## config.mk

```make
export PLATFORM = sky130hd
export DESIGN_NAME = handle_id_slot_table
export DESIGN_NICKNAME = d
export VERILOG_FILES = /design/src/design/hids_pkg.sv /design/src/design/handle_id_slot_table.sv /design/src/design/hids_slot_mem.sv /design/src/design/hids_scan.sv
export SDC_FILE = /design/constraint.sdc
export NUM_CORES = 2
export LEC_CHECK = 0
export BUFFER_PORTS_ARGS = -buffer_cell sky130_fd_sc_hd__buf_2
export CAP_MARGIN = 20
export CORE_UTILIZATION = 50
export CTS_BUF_LIST = sky130_fd_sc_hd__clkbuf_4
export CTS_CLUSTER_SIZE = 16
export DETAILED_ROUTE_END_ITERATION = 16
export PLACE_DENSITY = 0.71
export SLEW_MARGIN = 15
export SYNTH_ARGS = -nofsm -noshare
export SYNTH_HDL_FRONTEND = slang
export SYNTH_HIERARCHICAL = 1
export SYNTH_MEMORY_MAX_BITS = 65536
export SYNTH_SLANG_ARGS = --single-unit
```

## constraint.sdc

```tcl
create_clock -name clk -period 6.6 [get_ports clk]
set_input_delay 1.32 -clock clk [delete_from_list [all_inputs] [get_ports clk]]
set_output_delay 1.32 -clock clk [all_outputs]
set_load 0.02 [all_outputs]
```

## src/design/hids_pkg.sv

```systemverilog
package hids_pkg;

  // Operation codes
  localparam logic [1:0] OP_LOOKUP      = 2'd0;
  localparam logic [1:0] OP_ALLOCATE    = 2'd1;
  localparam logic [1:0] OP_RELEASE     = 2'd2;
  localparam logic [1:0] OP_RELEASE_ALL = 2'd3;

  // Result status codes
  localparam logic [1:0] ST_OK        = 2'd0;
  localparam logic [1:0] ST_NOT_FOUND = 2'd1;
  localparam logic [1:0] ST_BOUND     = 2'd2;
  localparam logic [1:0] ST_FULL      = 2'd3;

  localparam int unsigned KEY_W = 32;
  localparam int unsigned IDX_W = 7;

  typedef logic [KEY_W-1:0] key_t;

  // One stored slot
  typedef struct packed {
    logic used;
    logic dir;
    key_t key;
  } slot_word_t;

  // Scan summary handed from the compare unit to the sequencer
  typedef struct packed {
    logic found;
    logic found_dir;
    logic free_found;
  } scan_res_t;

endpackage

```

## src/design/handle_id_slot_table.sv

```systemverilog
// Channel  Direction  Handshake           Beat
// in       input      in_valid/in_stall   opcode, handle_key, directory_flag
// out      output     out_valid/out_stall status, hit, slot_index, entry_directory
//
// Each item scans every slot once through one key comparator fed by the slot
// memory read port. No new item is taken until the previous one has left the
// finish step; in_stall stays high through scan, drain and finish.
// Release-all adds a clearing sweep, one slot per cycle.
// After reset the same sweep runs before in_stall drops.
// A new item is taken while the previous result waits; the finish step holds
// until the output register is free.
module handle_id_slot_table #(
  parameter int unsigned SLOT_COUNT = 128
) (
  input  logic                  clk,
  input  logic                  rst,
  input  logic                  in_valid,
  output logic                  in_stall,
  input  logic [1:0]            opcode,
  input  hids_pkg::key_t        handle_key,
  input  logic                  directory_flag,
  output logic                  out_valid,
  input  logic                  out_stall,
  output logic [1:0]            status,
  output logic                  hit,
  output logic [hids_pkg::IDX_W-1:0] slot_index,
  output logic                  entry_directory
);
  import hids_pkg::*;

  localparam int unsigned AW = (SLOT_COUNT > 1) ? $clog2(SLOT_COUNT) : 1;
  localparam logic [AW-1:0] LAST = AW'(SLOT_COUNT - 1);

  typedef enum logic [2:0] {
    S_CLEAR,
    S_IDLE,
    S_SCAN,
    S_DRAIN,
    S_FINISH
  } state_t;

  state_t      state;
  logic [AW-1:0] cnt;
  logic [1:0]  op;
  key_t        key;
  logic        dirf;
  logic        rd_pending;
  logic [AW-1:0] rd_idx;

  logic        accept;
  logic        out_free;
  logic        finish;
  logic        wr_en;
  logic [AW-1:0] wr_addr;
  slot_word_t  wr_data;
  slot_word_t  rd_data;
  scan_res_t   res;
  logic [AW-1:0] found_idx;
  logic [AW-1:0] free_idx;

  logic [1:0]  status_next;
  logic [AW-1:0] idx_next;
  logic        edir_next;

  assign in_stall = (state != S_IDLE);
  assign accept   = in_valid && !in_stall;
  assign out_free = !out_valid || !out_stall;
  assign finish   = (state == S_FINISH) && out_free;

  hids_slot_mem #(
    .DEPTH (SLOT_COUNT),
    .AW    (AW)
  ) u_mem (
    .clk     (clk),
    .wr_en   (wr_en),
    .wr_addr (wr_addr),
    .wr_data (wr_data),
    .rd_en   (state == S_SCAN),
    .rd_addr (cnt),
    .rd_data (rd_data)
  );

  hids_scan #(
    .AW (AW)
  ) u_scan (
    .clk        (clk),
    .rst        (rst),
    .start      (accept),
    .data_valid (rd_pending),
    .data_idx   (rd_idx),
    .data       (rd_data),
    .key        (key),
    .res        (res),
    .found_idx  (found_idx),
    .free_idx   (free_idx)
  );

  // Result of the finished scan
  always_comb begin
    status_next = ST_OK;
    idx_next    = res.found ? found_idx : '0;
    edir_next   = res.found ? res.found_dir : 1'b0;
    case (op)
      OP_LOOKUP: begin
        if (!res.found) status_next = ST_NOT_FOUND;
      end
      OP_ALLOCATE: begin
        if (res.found) begin
          status_next = ST_BOUND;
        end else if (res.free_found) begin
          idx_next  = free_idx;
          edir_next = dirf;
        end else begin
          status_next = ST_FULL;
        end
      end
      default: begin
        status_next = ST_OK;
      end
    endcase
  end

  // Slot memory writes: clearing sweep, bind or release
  always_comb begin
    wr_en   = 1'b0;
    wr_addr = cnt;
    wr_data = '0;
    if (state == S_CLEAR) begin
      wr_en = 1'b1;
    end else if (finish) begin
      case (op)
        OP_ALLOCATE: begin
          wr_en   = !res.found && res.free_found;
          wr_addr = free_idx;
          wr_data = '{used: 1'b1, dir: dirf, key: key};
        end
        OP_RELEASE: begin
          wr_en   = res.found;
          wr_addr = found_idx;
        end
        default: begin
          wr_en = 1'b0;
        end
      endcase
    end
  end

  // Sequencer and output register
  always_ff @(posedge clk) begin
    if (rst) begin
      state      <= S_CLEAR;
      cnt        <= '0;
      rd_pending <= 1'b0;
      out_valid  <= 1'b0;
    end else begin
      rd_pending <= (state == S_SCAN);
      rd_idx     <= cnt;
      // a new result replaces the one taken at this edge
      if (finish) begin
        out_valid <= 1'b1;
      end else if (!out_stall) begin
        out_valid <= 1'b0;
      end
      case (state)
        S_CLEAR: begin
          if (cnt == LAST) begin
            cnt   <= '0;
            state <= S_IDLE;
          end else begin
            cnt <= cnt + 1'b1;
          end
        end
        S_IDLE: begin
          if (accept) begin
            op    <= opcode;
            key   <= handle_key;
            dirf  <= directory_flag;
            cnt   <= '0;
            state <= S_SCAN;
          end
        end
        S_SCAN: begin
          if (cnt == LAST) begin
            cnt   <= '0;
            state <= S_DRAIN;
          end else begin
            cnt <= cnt + 1'b1;
          end
        end
        S_DRAIN: begin
          state <= S_FINISH;
        end
        S_FINISH: begin
          if (out_free) begin
            status          <= status_next;
            hit             <= res.found;
            slot_index      <= IDX_W'(idx_next);
            entry_directory <= edir_next;
            cnt             <= '0;
            state           <= (op == OP_RELEASE_ALL) ? S_CLEAR : S_IDLE;
          end
        end
        default: begin
          state <= S_IDLE;
        end
      endcase
    end
  end

endmodule

```

## src/design/hids_slot_mem.sv

```systemverilog
module hids_slot_mem #(
  parameter int unsigned DEPTH = 128,
  parameter int unsigned AW    = 7
) (
  input  logic                clk,
  input  logic                wr_en,
  input  logic [AW-1:0]       wr_addr,
  input  hids_pkg::slot_word_t wr_data,
  input  logic                rd_en,
  input  logic [AW-1:0]       rd_addr,
  output hids_pkg::slot_word_t rd_data
);
  import hids_pkg::*;

  slot_word_t mem [DEPTH];

  // Single write port
  always_ff @(posedge clk) begin
    if (wr_en) begin
      mem[wr_addr] <= wr_data;
    end
  end

  // Registered read port
  always_ff @(posedge clk) begin
    if (rd_en) begin
      rd_data <= mem[rd_addr];
    end
  end

endmodule

```

## src/design/hids_scan.sv

```systemverilog
module hids_scan #(
  parameter int unsigned AW = 7
) (
  input  logic                 clk,
  input  logic                 rst,
  input  logic                 start,
  input  logic                 data_valid,
  input  logic [AW-1:0]        data_idx,
  input  hids_pkg::slot_word_t data,
  input  hids_pkg::key_t       key,
  output hids_pkg::scan_res_t  res,
  output logic [AW-1:0]        found_idx,
  output logic [AW-1:0]        free_idx
);
  import hids_pkg::*;

  logic match;
  logic is_free;

  // Shared key comparator, one slot per beat of the scan
  assign match   = data_valid && data.used && (data.key == key);
  assign is_free = data_valid && !data.used;

  // Keep the lowest matching slot and the lowest free slot
  always_ff @(posedge clk) begin
    if (rst || start) begin
      res.found      <= 1'b0;
      res.found_dir  <= 1'b0;
      res.free_found <= 1'b0;
      found_idx      <= '0;
      free_idx       <= '0;
    end else begin
      if (match && !res.found) begin
        res.found     <= 1'b1;
        res.found_dir <= data.dir;
        found_idx     <= data_idx;
      end
      if (is_free && !res.free_found) begin
        res.free_found <= 1'b1;
        free_idx       <= data_idx;
      end
    end
  end

endmodule

```

==> reports/results.tsv <==
metric	value	unit
synth_xor_area_share	0.1648	%
synth-edff-count	4439	
ys.flop_type	edfxtp_1	
crit_path_end_kind	flip-flop	
timing_worst_setup_path_type	reg2reg	
clock-skew-final	0.1533	ns
p_seq_share	56.1	%
wire_per_inst	31.70	um
required	7.86	ns
vias	81160	
whs	0.4375	ns
finalHoldViolCount	0	
switching_share	21.44	%
syn_area	170100	sq um
path_clk_slew	0.07	ns
grt_util_all_layers	24.66	%
synth-simple-area-share	0.7887	%
cts_setup_buffers	0	
synth_nets	6726	
core	337700	sq um
drc	0	
cts_made_buffers	1167	
ys_types	48	
yosysTopAreaCell	edfxtp_1	
post-dp-hpwl	240.1	mm
postSynth.asyncResetShare	0	%
dieWidth	585.2	um
cts.sinks	4468	
synth_top_family_by_area	multiplexers	
synthMuxAreaShare	19.24	%
gp_congestion	0.9744	
p_total	55.04	mW
fin_crit_sh	81.55	%
tritoncts	yes	
antenna_found_initial	68	
ir_drop	176.0	uV
clkPwrFrac	40.1	%
grt_overflow	0	
p_per_area	286.4	nW/um^2
cp_max_fo	26	
final_util	56.91	%
synth_fa_ha_area_share	0.04414	%
syn_inst	6681	
avgViaCountPerCell	6.214	
syn_avg_cell_area	25.46	sq um
htreeDepth	7	
power.leakage	69.21	nW
stdcell_area	192200	sq um
internal-power	43.24	mW
nFillCells	23970	
drt_iter0_drc	11360	
finalSetupViolCount	0	
yosys-top-cells-area	edfxtp_1 (78%), mux4_2 (19%), clkbuf_1 (0.48%), dfxtp_1 (0.34%), nor2_1 (0.31%)	
rsz0062_at_grt	no	
synth_top_area_share	78.38	%
power_frac_comb	3.8	%
rows	213	
relSlewSlack	15.04	%
drt-total-wl	414.0	mm
nNetsFinal	7903	
grt_first_pass_wirelength	589.5	mm
yosys_warnings	6	
start_kind	flip-flop	
p_switching	11.80	mW
ys_seq_area_share	78.72	%
finalMaxSlewViolations	0	
first_pass_iters	6	
area_growth_syn_to_layout	12.98	%
arrival	6.64	ns
worst_pin_slew	1.274	ns
dieArea	342500	sq um
place_area	178000	sq um
grt_max_degree	124	
fin_crit	5.382	ns
clk_latency	1.60	ns
fmax	185.8	MHz
ys_ff_latch	4468	
numPortBuffers	51	
tns	0	ns
synth-compound-area-share	0.1861	%
yosysMostFrequentCell	edfxtp_1	
io_pins	52	
drive_gt1_share	42.47	%
clock_path_buffers	5	
grt_pass1_vias	83080	
status	finished clean	
root_buffer	clkbuf_4	
hold_class	in2reg	
initial_core_util	50.37	%
netlist_top_cells_count	edfxtp_1 (4439), mux4_2 (1428), clkbuf_1 (218)	
drv_cap	0	
ant_nets	0	
die_h	585.2	um
power groups by stage:
stage / clock, mW / sequential [mW] / combinational (mW)
after global routing: 24.1 / 30.8 / 2.19
final: 22.1 / 30.9 / 2.11
after CTS: 22.5 / 30.9 / 2.10
after detailed placement: 0 / 31.5 / 2.08
after global placement: 0 / 31.5 / 2.07
after floorplan: 0 / 31.4 / 1.32
critical path: stages (launching register included):
cell and delay [ns]:
edfxtp_1 0.40, inv_1 0.11, ha_1 0.36, nand3_1 0.58
a21oi_1 0.73, nor2b_1 0.58, nand3_1 0.83, nor2_4 1.12
buf_4 0.33
kinds of logic (layout without fill, tap and decap cells):
group                    after synthesis  after routing
buffers and inverters                359           2199
AO/OA/AOI/OAI                         46             46
XOR/XNOR                              32             32
AND/OR/NAND/NOR                      291            291
adder cells (fa/ha/maj)                6              6
flip-flops                          4468           4468
other                                  0             24
multiplexers                        1479           1479
metrics by stage:
step / worst slack [ns] / std cells
6_report: 1.218 / 13060
2_1_floorplan: 0.9096 / 6681
3_5_place_dp: 0.7843 / 11150
5_1_grt: 1.078 / 13050
4_1_cts: 1.529 / 13020
3_3_place_gp: 0.7894 / 11140
layout make-up:
type                    instances  area [sq um]  share of cell area (%)
flip-flops and latches       4468        133900                   69.69
multi-input cells            1854         35800                   18.63
clock buffers                1591         11940                   6.216
well taps                    4515          5649                   2.940
repair buffers                359          3451                   1.796
clock inverters               241          1313                  0.6831
diodes                         24         60.06                 0.03126
inverters                       8         30.03                 0.01563
path summary, 6_finish.rpt:
kind,startpoint,end,slack [ns],cells after the start
setup / recovery,op[1],u_mem/mem[107][26],1.22,8
hold / removal,handle_key[8],key[8],0.44,2
setup reg to reg,op[1],u_mem/mem[107][26],1.22,8
hold reg to reg,u_scan/res[1],u_scan/res[1],0.47,2
what timing repair did:
action | CTS | global route
hold buffers | 39 | 0
hold endpoints to repair | 45 | 0
resized for setup | 0 | 0
setup endpoints to repair | 0 | 0
layout by cell type, fill, tap and decap left out, types with 13 or more instances in the layout:
master,n
dfxtp_1,22
buf_4,211
nor2_1,21
buf_12,50
edfxtp_1,4439
bufinv_16,14
nand3_1,13
clkinv_1,180
mux2_2,35
dlygate4sd3_1,39
clkbuf_4,1591
diode_2,24
inv_2,27
and2_4,32
nor2_4,120
mux4_2,1428
mux2i_1,16
xor2_1,24
buf_2,51
nand2_1,44
clkinv_2,15
flip-flops by register name, summed over array words and instances, names as in the netlist:
name              flops
dirf                  1
u_scan/free_idx       7
u_scan/res            3
slot_index            7
cnt                   7
key                  32
hit                   1
state                 3
out_valid             1
u_mem/mem          4352
status                2
op                    2
u_scan/found_idx      7
rd_idx                7
entry_directory       1
rd_pending            1
u_mem/rd_data        34
layer usage:
metal	up-vias	GRT usage, %	share of wire, %
li1	32240	-	-
met1	42850	34.14	37
met2	5423	36.25	47
met3	637	8.158	13
met4	16	10.50	3.4
met5	-	0	0.026
No activity file was read; power rests on OpenSTA's default activity.
